==> config.mk <==
export PLATFORM = sky130hd
export DESIGN_NAME = kiss_frame_receiver_top
export DESIGN_NICKNAME = d
export VERILOG_FILES = /design/src/rtl/kfr_pkg.sv /design/src/rtl/kfr_front.sv /design/src/rtl/kfr_queue.sv /design/src/rtl/kfr_back.sv /design/src/rtl/kiss_frame_receiver_top.sv
export SDC_FILE = /design/constraint.sdc
export NUM_CORES = 1
export LEC_CHECK = 0
export BUFFER_PORTS_ARGS = -buffer_cell sky130_fd_sc_hd__clkbuf_2
export CORE_MARGIN = 2
export CORE_UTILIZATION = 60
export DETAILED_ROUTE_END_ITERATION = 8
export MAX_ROUTING_LAYER = met4
export PLACE_DENSITY = 0.85
export SYNTH_ARGS = -nofsm -noshare
export SYNTH_HDL_FRONTEND = slang
export SYNTH_SLANG_ARGS = --single-unit
==> constraint.sdc <==
create_clock -name clk_i -period 4.2 [get_ports clk_i]
set_input_delay 0.84 -clock clk_i [delete_from_list [all_inputs] [get_ports clk_i]]
set_output_delay 0.84 -clock clk_i [all_outputs]
set_load 0.01 [all_outputs]
==> src/rtl/kfr_pkg.sv <==
// kfr_pkg: shared types and constants of the KISS frame receiver.
// Holds the receive mode and queue operation enums, the queue entry struct,
// the KISS special bytes, command codes, result kinds and table reset values.
package kfr_pkg;

  // Special bytes of the KISS framing
  localparam logic [7:0] FEND  = 8'hC0;
  localparam logic [7:0] FESC  = 8'hDB;
  localparam logic [7:0] TFEND = 8'hDC;
  localparam logic [7:0] TFESC = 8'hDD;

  // Command nibble of the type byte
  localparam logic [3:0] CMD_DATA    = 4'h0;
  localparam logic [3:0] CMD_TXDELAY = 4'h1;
  localparam logic [3:0] CMD_PERSIST = 4'h2;
  localparam logic [3:0] CMD_SLOT    = 4'h3;
  localparam logic [3:0] CMD_TXTAIL  = 4'h4;
  localparam logic [3:0] CMD_DUPLEX  = 4'h5;
  localparam logic [3:0] CMD_HW      = 4'h6;
  localparam logic [3:0] CMD_RETURN  = 4'hF;

  // Port nibble that is never served
  localparam logic [3:0] PORT_RESERVED = 4'hF;

  // Result kinds on the output channel
  localparam logic [2:0] KIND_DATA     = 3'd0;
  localparam logic [2:0] KIND_DATA_END = 3'd1;
  localparam logic [2:0] KIND_PARAM    = 3'd2;
  localparam logic [2:0] KIND_HW       = 3'd3;
  localparam logic [2:0] KIND_RETURN   = 3'd4;

  // Reset values of the per-port parameter tables
  localparam logic [7:0] TXDELAY_DEFAULT = 8'd50;
  localparam logic [7:0] PERSIST_DEFAULT = 8'd63;
  localparam logic [7:0] SLOT_DEFAULT    = 8'd10;
  localparam logic [7:0] TXTAIL_DEFAULT  = 8'd0;

  typedef enum logic [1:0] {
    MODE_IDLE,
    MODE_FRAME,
    MODE_ESC
  } rx_mode_e;

  typedef enum logic [2:0] {
    OP_DATA,
    OP_STAGE,
    OP_DATA_END,
    OP_PARAM,
    OP_HW_COMMIT,
    OP_RETURN
  } op_e;

  // One classified action, front to back. count carries the frame length,
  // the committed hardware length or the staging index, depending on op.
  typedef struct packed {
    op_e        op;
    logic [3:0] port;
    logic [3:0] cmd;
    logic [7:0] value;
    logic [9:0] count;
    logic       kiss;
  } op_entry_t;

endpackage

==> src/rtl/kfr_front.sv <==
// kfr_front: byte classifier of the KISS frame receiver.
// Tracks framing, escaping, type byte and length; emits at most one op per byte.
// Depends on kfr_pkg.
module kfr_front #(
  parameter int MAX_FRAME_BYTES = 512,
  parameter int NUM_PORTS       = 16,
  parameter int HW_BYTES        = 16
) (
  input  logic                 clk_i,
  input  logic                 rst_ni,
  input  logic                 fire_i,
  input  logic [7:0]           rx_byte_i,
  output logic                 push_o,
  output kfr_pkg::op_entry_t   entry_o
);

  localparam int CntW = $clog2(MAX_FRAME_BYTES + 1);

  kfr_pkg::rx_mode_e mode_q, mode_d;
  logic              seen_q, seen_d;
  logic [7:0]        type_q, type_d;
  logic [CntW-1:0]   count_q, count_d;
  logic              gap_q, gap_d;
  logic              kiss_q, kiss_d;
  logic [7:0]        first_q, first_d;

  logic        enter, gap_ev, c0_ev, close_ev, to_esc, take;
  logic [7:0]  take_byte;
  logic        take_type, take_pay, pay_ok, usable;
  logic [3:0]  port, cmd;
  logic [31:0] count_w, hw_n;

  assign port    = type_q[7:4];
  assign cmd     = type_q[3:0];
  assign usable  = (port != kfr_pkg::PORT_RESERVED) && ({1'b0, port} < 5'(NUM_PORTS));
  assign count_w = 32'(count_q);
  assign pay_ok  = count_w < 32'(MAX_FRAME_BYTES);
  assign hw_n    = (count_w > 32'(HW_BYTES)) ? 32'(HW_BYTES) : count_w;

  // Decode the byte against the current mode
  always_comb begin
    enter     = 1'b0;
    gap_ev    = 1'b0;
    c0_ev     = 1'b0;
    close_ev  = 1'b0;
    to_esc    = 1'b0;
    take      = 1'b0;
    take_byte = rx_byte_i;
    case (mode_q)
      kfr_pkg::MODE_IDLE: begin
        enter = (rx_byte_i == kfr_pkg::FEND);
      end
      kfr_pkg::MODE_FRAME: begin
        if (rx_byte_i == kfr_pkg::FEND) begin
          if (!seen_q) begin
            gap_ev = gap_q;
            c0_ev  = !gap_q;
          end else begin
            close_ev = 1'b1;
          end
        end else if (rx_byte_i == kfr_pkg::FESC) begin
          to_esc = 1'b1;
        end else begin
          take = 1'b1;
        end
      end
      kfr_pkg::MODE_ESC: begin
        if (rx_byte_i == kfr_pkg::TFEND) begin
          take      = 1'b1;
          take_byte = kfr_pkg::FEND;
        end else if (rx_byte_i == kfr_pkg::TFESC) begin
          take      = 1'b1;
          take_byte = kfr_pkg::FESC;
        end
      end
      default: ;
    endcase
  end

  assign take_type = take && !seen_q;
  assign take_pay  = take && seen_q;

  // Next state
  always_comb begin
    mode_d  = mode_q;
    seen_d  = seen_q;
    type_d  = type_q;
    count_d = count_q;
    gap_d   = gap_q;
    kiss_d  = kiss_q;
    first_d = first_q;
    if (fire_i) begin
      if (enter) begin
        mode_d  = kfr_pkg::MODE_FRAME;
        count_d = '0;
        seen_d  = 1'b0;
        type_d  = '0;
        kiss_d  = 1'b1;
        gap_d   = 1'b0;
      end
      if (to_esc) begin
        mode_d = kfr_pkg::MODE_ESC;
      end
      if (mode_q == kfr_pkg::MODE_ESC) begin
        mode_d = kfr_pkg::MODE_FRAME;
      end
      if (gap_ev) begin
        count_d = '0;
        gap_d   = 1'b0;
      end
      if (c0_ev) begin
        type_d = kfr_pkg::FEND;
        seen_d = 1'b1;
      end
      if (take_type) begin
        type_d = take_byte;
        seen_d = 1'b1;
        gap_d  = 1'b0;
      end
      if (take_pay && pay_ok) begin
        count_d = count_q + 1'b1;
        if (count_q == '0) begin
          first_d = take_byte;
        end
      end
      if (close_ev) begin
        count_d = '0;
        seen_d  = 1'b0;
        type_d  = '0;
        gap_d   = 1'b1;
        if (cmd == kfr_pkg::CMD_RETURN) begin
          kiss_d = 1'b0;
        end
      end
    end
  end

  // Op generation
  always_comb begin
    push_o        = 1'b0;
    entry_o.op    = kfr_pkg::OP_DATA;
    entry_o.port  = port;
    entry_o.cmd   = cmd;
    entry_o.value = '0;
    entry_o.count = '0;
    entry_o.kiss  = kiss_q;
    if (take_pay && pay_ok) begin
      if (cmd == kfr_pkg::CMD_DATA && usable) begin
        push_o        = fire_i;
        entry_o.op    = kfr_pkg::OP_DATA;
        entry_o.value = take_byte;
      end else if (cmd == kfr_pkg::CMD_HW && usable && count_w < 32'(HW_BYTES)) begin
        push_o        = fire_i;
        entry_o.op    = kfr_pkg::OP_STAGE;
        entry_o.value = take_byte;
        entry_o.count = 10'(count_q);
      end
    end
    if (close_ev) begin
      if (cmd == kfr_pkg::CMD_RETURN) begin
        push_o       = fire_i;
        entry_o.op   = kfr_pkg::OP_RETURN;
        entry_o.kiss = 1'b0;
      end else if (usable) begin
        case (cmd)
          kfr_pkg::CMD_DATA: begin
            push_o        = fire_i && (count_q != '0);
            entry_o.op    = kfr_pkg::OP_DATA_END;
            entry_o.count = 10'(count_q);
          end
          kfr_pkg::CMD_TXDELAY, kfr_pkg::CMD_PERSIST, kfr_pkg::CMD_SLOT,
          kfr_pkg::CMD_TXTAIL, kfr_pkg::CMD_DUPLEX: begin
            push_o        = fire_i && (count_q != '0);
            entry_o.op    = kfr_pkg::OP_PARAM;
            entry_o.value = first_q;
          end
          kfr_pkg::CMD_HW: begin
            push_o        = fire_i;
            entry_o.op    = kfr_pkg::OP_HW_COMMIT;
            entry_o.count = 10'(hw_n);
          end
          default: ;
        endcase
      end
    end
  end

  always_ff @(posedge clk_i or negedge rst_ni) begin
    if (!rst_ni) begin
      mode_q  <= kfr_pkg::MODE_IDLE;
      seen_q  <= 1'b0;
      type_q  <= '0;
      count_q <= '0;
      gap_q   <= 1'b0;
      kiss_q  <= 1'b0;
      first_q <= '0;
    end else begin
      mode_q  <= mode_d;
      seen_q  <= seen_d;
      type_q  <= type_d;
      count_q <= count_d;
      gap_q   <= gap_d;
      kiss_q  <= kiss_d;
      first_q <= first_d;
    end
  end

endmodule

==> src/rtl/kfr_queue.sv <==
// kfr_queue: two-entry op queue between front and back.
// Depends on kfr_pkg for the entry type.
module kfr_queue (
  input  logic               clk_i,
  input  logic               rst_ni,
  input  logic               push_i,
  input  kfr_pkg::op_entry_t push_entry_i,
  output logic               full_o,
  output logic               valid_o,
  input  logic               pop_i,
  output kfr_pkg::op_entry_t entry_o
);

  kfr_pkg::op_entry_t slot_q [2];
  logic       wr_ptr_q, wr_ptr_d;
  logic       rd_ptr_q, rd_ptr_d;
  logic [1:0] fill_q, fill_d;

  assign full_o  = fill_q[1];
  assign valid_o = (fill_q != 2'd0);
  assign entry_o = slot_q[rd_ptr_q];

  always_comb begin
    wr_ptr_d = wr_ptr_q ^ push_i;
    rd_ptr_d = rd_ptr_q ^ pop_i;
    fill_d   = fill_q + {1'b0, push_i} - {1'b0, pop_i};
  end

  always_ff @(posedge clk_i) begin
    if (push_i) begin
      slot_q[wr_ptr_q] <= push_entry_i;
    end
  end

  always_ff @(posedge clk_i or negedge rst_ni) begin
    if (!rst_ni) begin
      wr_ptr_q <= 1'b0;
      rd_ptr_q <= 1'b0;
      fill_q   <= 2'd0;
    end else begin
      wr_ptr_q <= wr_ptr_d;
      rd_ptr_q <= rd_ptr_d;
      fill_q   <= fill_d;
    end
  end

endmodule

==> src/rtl/kfr_back.sv <==
// kfr_back: executes queued ops, updates the per-port tables and the
// hardware store, and holds the result register. Depends on kfr_pkg.
module kfr_back #(
  parameter int NUM_PORTS = 16,
  parameter int HW_BYTES  = 16
) (
  input  logic               clk_i,
  input  logic               rst_ni,
  input  logic               q_valid_i,
  input  kfr_pkg::op_entry_t q_entry_i,
  output logic               pop_o,
  output logic               out_valid_o,
  input  logic               out_ready_i,
  output logic [2:0]         result_kind_o,
  output logic [3:0]         port_number_o,
  output logic [3:0]         command_code_o,
  output logic [7:0]         byte_value_o,
  output logic [9:0]         byte_count_o,
  output logic               kiss_mode_on_o
);

  localparam int PortW  = (NUM_PORTS > 1) ? $clog2(NUM_PORTS) : 1;
  localparam int IdxW   = (HW_BYTES > 1) ? $clog2(HW_BYTES) : 1;
  localparam int HwLenW = $clog2(HW_BYTES + 1);
  localparam int AddrW  = PortW + 1 + IdxW;

  logic [7:0]        txdelay_q [NUM_PORTS];
  logic [7:0]        persist_q [NUM_PORTS];
  logic [7:0]        slot_q    [NUM_PORTS];
  logic [7:0]        txtail_q  [NUM_PORTS];
  logic              duplex_q  [NUM_PORTS];
  logic [HwLenW-1:0] hw_len_q  [NUM_PORTS];
  logic              bank_q    [NUM_PORTS];
  logic [7:0]        hw_mem    [2**AddrW];

  logic             out_valid_q, out_valid_d;
  logic [2:0]       kind_q, kind_d;
  logic [3:0]       port_q, cmd_q;
  logic [7:0]       value_q, value_d;
  logic [9:0]       count_q;
  logic             kiss_q;
  logic             produces;
  logic [PortW-1:0] pidx;
  logic [7:0]       param_val;

  assign pidx      = q_entry_i.port[PortW-1:0];
  assign pop_o     = q_valid_i && (!out_valid_q || out_ready_i);
  assign produces  = (q_entry_i.op != kfr_pkg::OP_STAGE);
  assign param_val = (q_entry_i.cmd == kfr_pkg::CMD_DUPLEX)
                     ? {7'd0, q_entry_i.value != 8'd0} : q_entry_i.value;

  always_comb begin
    kind_d  = kfr_pkg::KIND_DATA;
    value_d = q_entry_i.value;
    case (q_entry_i.op)
      kfr_pkg::OP_DATA:      kind_d = kfr_pkg::KIND_DATA;
      kfr_pkg::OP_DATA_END:  kind_d = kfr_pkg::KIND_DATA_END;
      kfr_pkg::OP_PARAM: begin
        kind_d  = kfr_pkg::KIND_PARAM;
        value_d = param_val;
      end
      kfr_pkg::OP_HW_COMMIT: kind_d = kfr_pkg::KIND_HW;
      kfr_pkg::OP_RETURN:    kind_d = kfr_pkg::KIND_RETURN;
      default:               kind_d = kfr_pkg::KIND_DATA;
    endcase
  end

  // Hold the result until taken; load a new one only when the slot frees
  always_comb begin
    out_valid_d = out_valid_q && !out_ready_i;
    if (pop_o && produces) begin
      out_valid_d = 1'b1;
    end
  end

  always_ff @(posedge clk_i or negedge rst_ni) begin
    if (!rst_ni) begin
      out_valid_q <= 1'b0;
    end else begin
      out_valid_q <= out_valid_d;
    end
  end

  always_ff @(posedge clk_i) begin
    if (pop_o && produces) begin
      kind_q  <= kind_d;
      port_q  <= q_entry_i.port;
      cmd_q   <= q_entry_i.cmd;
      value_q <= value_d;
      count_q <= q_entry_i.count;
      kiss_q  <= q_entry_i.kiss;
    end
  end

  // Stage hardware bytes into the bank that is not live; commit flips it
  always_ff @(posedge clk_i) begin
    if (pop_o && q_entry_i.op == kfr_pkg::OP_STAGE) begin
      hw_mem[{pidx, !bank_q[pidx], q_entry_i.count[IdxW-1:0]}] <= q_entry_i.value;
    end
  end

  always_ff @(posedge clk_i or negedge rst_ni) begin
    if (!rst_ni) begin
      for (int p = 0; p < NUM_PORTS; p++) begin
        txdelay_q[p] <= kfr_pkg::TXDELAY_DEFAULT;
        persist_q[p] <= kfr_pkg::PERSIST_DEFAULT;
        slot_q[p]    <= kfr_pkg::SLOT_DEFAULT;
        txtail_q[p]  <= kfr_pkg::TXTAIL_DEFAULT;
        duplex_q[p]  <= 1'b0;
        hw_len_q[p]  <= '0;
        bank_q[p]    <= 1'b0;
      end
    end else if (pop_o) begin
      if (q_entry_i.op == kfr_pkg::OP_PARAM) begin
        case (q_entry_i.cmd)
          kfr_pkg::CMD_TXDELAY: txdelay_q[pidx] <= param_val;
          kfr_pkg::CMD_PERSIST: persist_q[pidx] <= param_val;
          kfr_pkg::CMD_SLOT:    slot_q[pidx]    <= param_val;
          kfr_pkg::CMD_TXTAIL:  txtail_q[pidx]  <= param_val;
          kfr_pkg::CMD_DUPLEX:  duplex_q[pidx]  <= param_val[0];
          default: ;
        endcase
      end
      if (q_entry_i.op == kfr_pkg::OP_HW_COMMIT) begin
        bank_q[pidx]   <= !bank_q[pidx];
        hw_len_q[pidx] <= q_entry_i.count[HwLenW-1:0];
      end
    end
  end

  assign out_valid_o    = out_valid_q;
  assign result_kind_o  = kind_q;
  assign port_number_o  = port_q;
  assign command_code_o = cmd_q;
  assign byte_value_o   = (kind_q == kfr_pkg::KIND_DATA || kind_q == kfr_pkg::KIND_PARAM)
                          ? value_q : 8'd0;
  assign byte_count_o   = (kind_q == kfr_pkg::KIND_DATA_END || kind_q == kfr_pkg::KIND_HW)
                          ? count_q : 10'd0;
  assign kiss_mode_on_o = kiss_q;

endmodule

==> src/rtl/kiss_frame_receiver_top.sv <==
// kiss_frame_receiver_top: KISS receive deframer, one serial byte per beat.
// Instantiates kfr_front, kfr_queue and kfr_back; depends on kfr_pkg.
//
//   channel  | handshake             | payload
//   ---------+-----------------------+-----------------------------------------
//   input    | in_valid_i/in_ready_o | rx_byte_i
//   output   | out_valid_o/          | result_kind_o, port_number_o,
//            |   out_ready_i         | command_code_o, byte_value_o,
//            |                       | byte_count_o, kiss_mode_on_o
//
// Rate: one input beat per cycle while the queue has room; a result goes from
//   its byte through front decision, queue slot and result register.
// The front updates framing state in the cycle the byte is taken and pushes at
//   most one op into a two-entry queue; the back runs one op a cycle if free.
// Stalls: out_ready_i low holds the result register; the queue then fills
//   and in_ready_o drops when both entries are taken.
// Reset: asynchronous, clears framing state, queue, result valid and the
//   per-port tables to their defaults. The hardware store needs no clear.
module kiss_frame_receiver_top #(
  parameter int MAX_FRAME_BYTES = 512,
  parameter int NUM_PORTS       = 16,
  parameter int HW_BYTES        = 16
) (
  input  logic       clk_i,
  input  logic       rst_ni,
  input  logic       in_valid_i,
  output logic       in_ready_o,
  input  logic [7:0] rx_byte_i,
  output logic       out_valid_o,
  input  logic       out_ready_i,
  output logic [2:0] result_kind_o,
  output logic [3:0] port_number_o,
  output logic [3:0] command_code_o,
  output logic [7:0] byte_value_o,
  output logic [9:0] byte_count_o,
  output logic       kiss_mode_on_o
);

  logic               fire;
  logic               push, full, q_valid, pop;
  kfr_pkg::op_entry_t push_entry, q_entry;

  // Take a byte whenever the queue has room, even if it yields no op
  assign in_ready_o = !full;
  assign fire       = in_valid_i && in_ready_o;

  kfr_front #(
    .MAX_FRAME_BYTES(MAX_FRAME_BYTES),
    .NUM_PORTS      (NUM_PORTS),
    .HW_BYTES       (HW_BYTES)
  ) u_front (
    .clk_i    (clk_i),
    .rst_ni   (rst_ni),
    .fire_i   (fire),
    .rx_byte_i(rx_byte_i),
    .push_o   (push),
    .entry_o  (push_entry)
  );

  kfr_queue u_queue (
    .clk_i       (clk_i),
    .rst_ni      (rst_ni),
    .push_i      (push),
    .push_entry_i(push_entry),
    .full_o      (full),
    .valid_o     (q_valid),
    .pop_i       (pop),
    .entry_o     (q_entry)
  );

  kfr_back #(
    .NUM_PORTS(NUM_PORTS),
    .HW_BYTES (HW_BYTES)
  ) u_back (
    .clk_i         (clk_i),
    .rst_ni        (rst_ni),
    .q_valid_i     (q_valid),
    .q_entry_i     (q_entry),
    .pop_o         (pop),
    .out_valid_o   (out_valid_o),
    .out_ready_i   (out_ready_i),
    .result_kind_o (result_kind_o),
    .port_number_o (port_number_o),
    .command_code_o(command_code_o),
    .byte_value_o  (byte_value_o),
    .byte_count_o  (byte_count_o),
    .kiss_mode_on_o(kiss_mode_on_o)
  );

endmodule

==> results.yml, run 1 <==
run:
  maxCapViolations: 0
synthesis:
  yosys_warnings: 0
  synth_common_cells: "edfxtp_1, dfrtp_1, mux2_2, inv_1, nand2_1"
  ys.flop_type: "edfxtp_1"
  synth.mux.area_fraction_pct: 6.758
  synth_area_um2: 5647
  synth-xor-area-share_pct: 0.7755
  synth_top_family_by_area: "simple AND/OR/NAND/NOR gates"
  synthTopCellsByArea: "edfxtp_1, dfrtp_1, mux2_2"
  synth_largest_area_cell: "edfxtp_1"
  async_flop_share_pct: 28.57
  synthAdderAreaFrac_pct: 1.994
  ys_ff_latch: 126
  netlist_instances: 422
  synth.distinct_cells: 64
  synth.top_cell.area_share_pct: 47.86
  synth_area_per_cell_um2: 13.38
  syn-num-nets: 443
  synth_most_common_cell: "edfxtp_1"
  synth_compound_area_share_pct: 9.683
  synth-simple-area-share_pct: 14.31
  yosysSeqAreaShare_pct: 63.82
  synth_edf_count: 90
power_and_ir_drop:
  p_leak_nw: 2.693
  powerDensity_nw_per_um2: 663.1
  peakVddDrop_mv: 0.3671
  power_mw: 4.412
timing:
  setup_viol: 0
  finalCritPeriodShare_pct: 78.88
  layout_min_cycle_time_ps: 3313
  finClkSkew_ps: 10.22
  relSlewSlack_pct: 36.91
  worstMarginPinSlew_ps: 946.4
  finalHoldViolCount: 0
  max_freq_mhz: 301.9
  fin_setup_tns_ps: 0
  drv_slew: 0
  rsz0062_at_grt: "no"
setup_path:
  arrival_ps: 3480
  max_stage_delay_ps: 500
  worst_path_max_delay_cell: "or3_1"
  critPathBufInv: 3
  reg2reg_slack_ps: 890
  worst_setup_path_end_kind: "flip-flop"
  worst_ep_required_time_ps: 4370
  critical_path_class: "flip-flop to flip-flop"
  crit_fanout: 30
  worstPathCellList: "inv_1 -> ha_1 -> inv_1 -> nor3_2 -> o21ai_2 -> or3_1 -> a21oi_1 -> ha_1 -> buf_4"
  cpLargestDelayFamily: "simple AND/OR/NAND/NOR gates"
  critPathLaunchType: "flip-flop"
cts:
  clk_pin_slew_ps: 60
  h-tree-depth: 4
  cts_tree: "yes"
  clock_sinks: 126
  ctsHoldBuffers: 0
  post_cts_buffers: 0
  clk_path_buf_depth: 2
  clk_latency_ps: 520
  cts-root-buf: "clkbuf_8"
  ctsResizeCount: 0
  cts_buffers: 17
global_route:
  grt_util_all_layers_pct: 25.12
  grt_max_degree: 37
  grt_antenna_before_repair: 0
  gr-total-overflow: 0
  first_global_vias: 3599
  grt_pass1_wl_mm: 18.47
floorplanning:
  die_w_um: 101.0
  chipHeight_um: 101.0
  io_pins: 44
  core_area_um2: 9196
  fp-row-count: 35
  initial_utilization_pct: 61.40
  design.die.area_um2: 10200
routing:
  route.detailed.drc: 0
  via_count: 3703
  wl_mm: 11.40
  wl_per_cell_um: 18.96
  first_pass_iters: 5
  drt_iter0_markers: 260
  viasPerCell: 6.161
  ant_nets: 0
min_path:
  hp-class: "input pin to asynchronous set/reset pin"
layout:
  drive_above_1_share_pct: 24.90
  final_net_count: 498
  diodes: 0
  fin_area_um2: 6654
  area_delta_synth_final_pct: 17.84
place:
  place_congestion: 0.8927
  place_area_um2: 5986
  port_buffers: 43
  dp_hpwl_mm: 7.383
outcome:
  status: "complete, no violations"
-- worst paths after layout --
| kind | startpoint | end | cells past startpoint |
|---|---|---|---|
| worst max-delay path | u_front.mode_q[1] | u_queue.slot_q[0][28] | 9 |
| worst max register to register | u_front.mode_q[1] | u_queue.slot_q[0][28] | 9 |
| max in group asynchronous | rst_ni | u_back.out_valid_o | 1 |
| worst min register to register | u_queue.fill_q[1] | u_queue.fill_q[1] | 1 |
| worst min-delay path | rst_ni | u_front.seen_q | 1 |
| min in group clk_i | u_queue.fill_q[1] | u_queue.fill_q[1] | 1 |
-- power breakdown --
part | internal [mW] | total [mW] | leakage, nW | switching [mW]
Clock | 1.10 | 1.64 | 0.323 | 0.536
Combinational | 0.404 | 0.933 | 1.12 | 0.529
Sequential | 1.65 | 1.84 | 1.25 | 0.187
-- per-stage QoR --
| stage | hold slack [ps] | instances | worst slack, ps | utilization, % |
|---|---|---|---|---|
| 5_1_grt | 524.1 | 601 | 677.2 | 72.35 |
| 6_report | 462.0 | 601 | 887.2 | 72.35 |
| 3_3_place_gp | 487.9 | 569 | 747.0 | 65.09 |
| 4_1_cts | 486.3 | 601 | 897.6 | 72.35 |
| 2_1_floorplan | 464.2 | 422 | 621.8 | - |
| 3_5_place_dp | 500.5 | 569 | 632.2 | 65.09 |
-- layout by cell type, fill, tap and decap left out, drive strengths merged, types with 3 or more instances in the layout --
master | netlist | final
mux2i | 10 | 10
buf | 10 | 6
and3 | 11 | 11
or4 | 4 | 4
nor4 | 6 | 6
a21boi | 4 | 4
o211ai | 4 | 4
bufinv | 0 | 6
inv | 24 | 25
nand3 | 13 | 13
nor3 | 13 | 13
mux2 | 25 | 25
edfxtp | 90 | 90
and2 | 20 | 20
nor2 | 17 | 17
a22o | 8 | 8
or3 | 5 | 5
clkbuf | 3 | 62
nand2 | 20 | 20
a211oi | 5 | 5
clkinv | 0 | 5
ha | 9 | 9
a21oi | 13 | 13
o2bb2ai | 5 | 5
o21ai | 16 | 16
dfrtp | 36 | 36
nand4 | 6 | 6
nor3b | 3 | 3
xnor2 | 4 | 4
o32ai | 4 | 4
nor2b | 5 | 5
-- final cells by class --
| class | count | area (µm²) |
|---|---|---|
| multi-input combinational | 259 | 1893 |
| clock buffer | 19 | 431.7 |
| timing repair buffer | 49 | 260.3 |
| tap | 111 | 138.9 |
| fill | 571 | 2542 |
| inverter | 24 | 90.09 |
| clock inverter | 13 | 236.5 |
| sequential | 126 | 3603 |
-- cells by family after synthesis --
kind of cell,Yosys count
adder cells (fa/ha/maj),9
flip-flops,126
AND/OR/NAND/NOR,135
AO/OA/AOI/OAI,75
XOR/XNOR,5
buffers and inverters,37
multiplexers,35
-- per-layer routing --
layer / wire length (µm) / GRT usage, % / vias up
met5: 0 / - / -
met4: 208 / 8.628 / 0
li1: - / - / 1716
met1: 4962 / 33.56 / 1837
met3: 528 / 6.796 / 21
met2: 5696 / 37.74 / 129
-- sequential cells by signal, summed over array words and instances (netlist names), 3 cells and up --
register and flops:
u_queue.slot_q 60, u_front.first_q 8, u_front.type_q 8, u_back.command_code_o 4, u_front.count_q 10, u_back.port_number_o 4
u_back.result_kind_o 3, u_back.count_q 10, u_back.value_q 8
No activity file was read; power rests on OpenSTA's default activity.
==> run 2: changes to the inputs <==
ABC_AREA = 1   (was not set)
clock period = 3.4 ns   (was 4.2 ns; I/O delays follow)
==> run 2 against run 1 <==
Clock power up 5%. Die area up 1.8%. Critical path depth up 1. Design area up 0.73%. Via count up 11%. Largest cell class unchanged. Utilization down 0.16 points. Highest routed layer unchanged.
==> results.yml, run 2 <==
cts:
  cts_tree: "yes"
  ctsHoldBuffers: 0
  clk_path_buf_depth: 2
  cts_buffers: 17
  clk_pin_slew_ps: 60
  ctsResizeCount: 0
  clock_sinks: 126
  cts-root-buf: "clkbuf_8"
  clk_latency_ps: 520
  post_cts_buffers: 0
  h-tree-depth: 4
floorplanning:
  fp-row-count: 35
  chipHeight_um: 101.9
  core_area_um2: 9284
  initial_utilization_pct: 61.95
  design.die.area_um2: 10390
  die_w_um: 101.9
  io_pins: 44
synthesis:
  yosys_warnings: 0
  syn-num-nets: 609
  synth_largest_area_cell: "edfxtp_1"
  synth_most_common_cell: "nand2_1"
  synth_common_cells: "nand2_1, edfxtp_1, inv_1, nor2_1, dfrtp_1"
  synth_area_um2: 5752
  netlist_instances: 588
  yosysSeqAreaShare_pct: 62.65
  ys.flop_type: "edfxtp_1"
  synth.top_cell.area_share_pct: 46.99
  async_flop_share_pct: 28.57
  synth_edf_count: 90
  ys_ff_latch: 126
  synth.distinct_cells: 33
  synth_area_per_cell_um2: 9.782
  synthTopCellsByArea: "edfxtp_1, dfrtp_1, nand2_1"
routing:
  drt_iter0_markers: 267
  first_pass_iters: 5
  wl_mm: 11.10
  via_count: 4100
  viasPerCell: 5.210
  ant_nets: 0
  wl_per_cell_um: 14.10
  route.detailed.drc: 0
layout:
  drive_above_1_share_pct: 17.78
  largest_reg_flops: 60
  area_delta_synth_final_pct: 16.53
  diodes: 0
  reg_top3: "u_queue.slot_q x60, u_back.count_q x10, u_front.count_q x10"
  fillCellCount: 645
  top_register: "u_queue.slot_q"
  final_net_count: 666
  layout_commonest_cell: "nand2_1"
  final_cell_mix: "nand2_1, edfxtp_1, inv_1, nor2_1, clkbuf_2"
timing:
  drv_slew: 0
  rsz0062_at_grt: "no"
  relSlewSlack_pct: 28.64
  finalCritPeriodShare_pct: 77.50
  setup_viol: 0
  max_freq_mhz: 379.5
  worstMarginPinSlew_ps: 1069
  finClkSkew_ps: 10.58
  finalHoldViolCount: 0
  fin_setup_tns_ps: 0
  hold_slack_ps: 294.6
  layout_min_cycle_time_ps: 2635
setup_path:
  worst_ep_required_time_ps: 3630
  arrival_ps: 2860
  critical_path.endpoint: "u_queue.slot_q[1][1]"
  rr_endpoint: "u_queue.slot_q[1][1]"
  critical_path_class: "flip-flop to flip-flop"
  cp-startpoint: "u_front.mode_q[1]"
  crit_fanout: 12
  critPathLaunchType: "flip-flop"
  worst_setup_path_end_kind: "flip-flop"
  reg2reg_slack_ps: 760
  reg2reg_depth: 10
  r2r_start: "u_front.mode_q[1]"
power_and_ir_drop:
  p_leak_nw: 3.084
  peakVddDrop_mv: 0.4704
  powerDensity_nw_per_um2: 839.4
global_route:
  gr-total-overflow: 0
  grt_pass1_wl_mm: 18.51
  grt_util_all_layers_pct: 24.62
  grt_max_degree: 37
  grt_antenna_before_repair: 0
  first_global_vias: 3830
place:
  dp_hpwl_mm: 7.733
  place_congestion: 0.9233
  port_buffers: 43
outcome:
  status: "complete, no violations"
run:
  maxCapViolations: 0
min_path:
  hp-class: "input pin to asynchronous set/reset pin"
## run 2: critical path, cell delays in order (launching register included)
cell and delay, ps:
dfrtp_1 400, inv_1 80, ha_1 270, nand3_1 120
nand2_2 140, nand3_2 230, o21bai_1 210, nand2_1 80
nand2_1 130, ha_1 420, buf_4 250
## run 2: kinds of logic after synthesis
group | count (synthesis) | synth area share, %
AND/OR/NAND/NOR | 309 | 22.99
buffers and inverters | 91 | 6.178
flip-flops | 126 | 62.65
XOR/XNOR | 8 | 1.218
AO/OA/AOI/OAI | 41 | 4.307
multiplexers | 4 | 0.6961
adder cells (fa/ha/maj) | 9 | 1.958
## run 2: routing by layer
metal,global-route usage [%],vias to the layer above,routed length [µm]
li1,-,2035,-
met1,31.96,1911,4975
met2,38.21,137,5384
met3,5.609,17,558
met4,9.538,0,177
met5,-,-,0
## run 2: metrics by stage
| stage | utilization, % | setup slack, ps | power [mW] | cells | cell area (µm²) |
|---|---|---|---|---|---|
| after floorplan | - | 482.1 | 3.425 | 588 | 5752 |
| after global placement | 66.04 | 519.6 | 3.834 | 755 | 6131 |
| after detailed placement | 66.04 | 330.2 | 3.917 | 755 | 6131 |
| after CTS | 72.20 | 788.7 | 5.647 | 787 | 6703 |
| after global routing | 72.20 | 566.3 | 5.965 | 787 | 6703 |
| final | 72.20 | 765.0 | 5.626 | 787 | 6703 |
## run 2: worst min-delay path by stage
stage | endpoint | slack [ps] | cells after the start
floorplan | u_back.out_valid_o | 380 | 0
global placement | u_front.first_q[7] | 470 | 2
detailed placement | u_front.first_q[6] | 480 | 2
CTS | u_front.first_q[5] | 320 | 1
global route | u_back.out_valid_o | 360 | 2
finish | u_front.first_q[5] | 290 | 1
## run 2: where the power goes
part | internal [mW] | leakage, nW | switching (mW) | total, mW
Clock | 1.07 | 0.272 | 0.659 | 1.73
Combinational | 0.470 | 1.51 | 1.06 | 1.53
Sequential | 2.16 | 1.31 | 0.210 | 2.37
## run 2: final cells by class
| type | count | area (µm²) | share of cell area (%) |
|---|---|---|---|
| Tap cell | 129 | 161.4 | 2.408 |
| Clock inverter | 12 | 136.4 | 2.035 |
| Timing Repair Buffer | 49 | 272.8 | 4.069 |
| Clock buffer | 20 | 435.4 | 6.496 |
| Multi-Input combinational cell | 371 | 1793 | 26.75 |
| Inverter | 80 | 300.3 | 4.480 |
| Sequential cell | 126 | 3603 | 53.76 |
==> run 3: changes to the inputs <==
CORE_UTILIZATION = 54   (was 60)
PLACE_DENSITY = 0.81   (was 0.85)
clock period = 2.2 ns   (was 3.4 ns; I/O delays follow)
==> run 3 against run 2 <==
Combinational power up 73%. Power up 59%. Clock skew down 2.2 ps. Sequential power up 53%. Die area up 11%. Routed wire length up 1.9%. Largest power group unchanged. Hold slack worse by 150 ps. Non-clock buffer count up 22. Sequential cell count unchanged. Design area up 3.8%. Cell count up 3.7%. Clock power up 54%.
==> results.yml, run 3 (synthesis results as in run 2) <==
outcome:
  status: "complete, no violations"
layout:
  reg_top3: "u_queue.slot_q x60, u_back.count_q x10, u_front.count_q x10"
  drive_above_1_share_pct: 21.32
  layout_commonest_cell: "nand2_1"
  top_register: "u_queue.slot_q"
  final_net_count: 688
  diodes: 0
  largest_reg_flops: 60
  final_cell_mix: "nand2_1, edfxtp_1, inv_1, nor2_1, clkbuf_2"
  area_delta_synth_final_pct: 20.99
min_path:
  holdPathStages: 2
  hold_start: "out_ready_i"
  hp-class: "input pin to flip-flop"
place:
  dp_hpwl_mm: 7.880
  place_congestion: 0.9024
  port_buffers: 43
setup_path:
  worst_setup_path_end_kind: "flip-flop"
  worst_ep_required_time_ps: 2470
  critical_path_class: "flip-flop to flip-flop"
  cpLargestDelayFamily: "compound AO/OA/AOI/OAI gates"
  crit_fanout: 29
  reg2reg_slack_ps: 120
  reg2reg_depth: 6
  worstPathCellList: "buf_4 -> o21ai_0 -> inv_1 -> o21ai_0 -> inv_1 -> buf_12"
  rr_endpoint: "u_back.value_q[5]"
  worst_path_max_delay_cell: "o21ai_0"
  arrival_ps: 2350
  critPathBufInv: 4
  critical_path.endpoint: "u_back.value_q[5]"
  max_stage_delay_ps: 400
  cp-startpoint: "u_queue.rd_ptr_q"
  cp.depth: 6
  critPathLaunchType: "flip-flop"
  r2r_start: "u_queue.rd_ptr_q"
routing:
  ant_nets: 0
  first_pass_iters: 5
  viasPerCell: 5.127
  drt_iter0_markers: 297
  route.detailed.drc: 0
  wl_per_cell_um: 13.85
  wl_mm: 11.30
  via_count: 4184
global_route:
  grt_max_degree: 30
  grt_pass1_wl_mm: 19.04
  grt_util_all_layers_pct: 22.50
  first_global_vias: 4027
  grt_antenna_before_repair: 0
  gr-total-overflow: 0
timing:
  finalHoldViolCount: 0
  relSlewSlack_pct: 67.56
  layout_min_cycle_time_ps: 2083
  finalCritPeriodShare_pct: 94.66
  worstMarginPinSlew_ps: 486.6
  max_freq_mhz: 480.2
  setup_viol: 0
  rsz0062_at_grt: "no"
  hold_slack_ps: 144.6
  drv_slew: 0
  finClkSkew_ps: 8.419
floorplanning:
  fp-row-count: 37
  die_w_um: 107.2
  design.die.area_um2: 11490
  initial_utilization_pct: 55.71
  core_area_um2: 10320
  chipHeight_um: 107.2
  io_pins: 44
power_and_ir_drop:
  p_leak_nw: 3.203
  power_mw: 8.932
  peakVddDrop_mv: 0.5928
  powerDensity_nw_per_um2: 1283
cts:
  clk_path_buf_depth: 2
  h-tree-depth: 4
  cts-root-buf: "clkbuf_8"
  cts_buffers: 17
  post_cts_buffers: 0
  clk_latency_ps: 520
  cts_tree: "yes"
  clock_sinks: 126
  clk_pin_slew_ps: 60
run:
  maxCapViolations: 0
run 3: per-layer routing:
| metal | wire [µm] | part of all wire (%) | global-route usage, % |
|---|---|---|---|
| met2 | 5545 | 49 | 35.31 |
| met5 | 0 | 0 | - |
| met3 | 632 | 5.6 | 5.593 |
| met4 | 284 | 2.5 | 10.11 |
| met1 | 4841 | 43 | 27.80 |
run 3: worst min path at each step:
stage | endpoint | slack [ps]
floorplan | u_back.out_valid_o | 140
global route | u_back.out_valid_o | 130
CTS | u_back.out_valid_o | 120
finish | u_back.out_valid_o | 140
global placement | u_back.out_valid_o | 430
detailed placement | u_queue.rd_ptr_q | 430
run 3: repair_timing:
item / 4_1_cts / 5_1_grt
hold buffers: 1 / 0
endpoints found under the hold margin: 17 / 0
setup endpoints to repair: 0 / 57
resized for setup: 0 / 7
run 3: report_power, final:
| group | switching (mW) | leakage (nW) | internal [mW] | total, mW |
|---|---|---|---|---|
| sequential | 0.294 | 1.30 | 3.34 | 3.63 |
| combinational | 1.73 | 1.62 | 0.915 | 2.64 |
| clock | 0.957 | 0.277 | 1.70 | 2.66 |
| total | 2.98 | 3.20 | 5.95 | 8.93 |
run 3: per-stage QoR:
step	area, µm²	TNS (ps)	cells	util, %	worst slack, ps
2_1_floorplan	5779	0	588	-	17.18
3_3_place_gp	6362	0	783	61.63	56.68
3_5_place_dp	6362	-2263	783	61.63	-54.28
4_1_cts	6940	0	816	67.23	86.23
5_1_grt	6959	0	816	67.41	5.422
6_report	6959	0	816	67.41	117.4
run 3: worst register-to-register path, cell delays in order (launching register included):
cell and delay [ps]:
dfrtp_1 390, buf_4 190, o21ai_0 330, inv_1 130, o21ai_0 400, inv_1 180, buf_12 200
run 3: area by class of cell:
cell class                      count  area, µm²
Timing Repair Buffer               71      478.0
Sequential cell                   126       3606
Clock inverter                     14      150.1
Clock buffer                       18      417.9
Inverter                           80      300.3
Tap cell                          136      170.2
Fill cell                         734       3364
Multi-Input combinational cell    371       1837
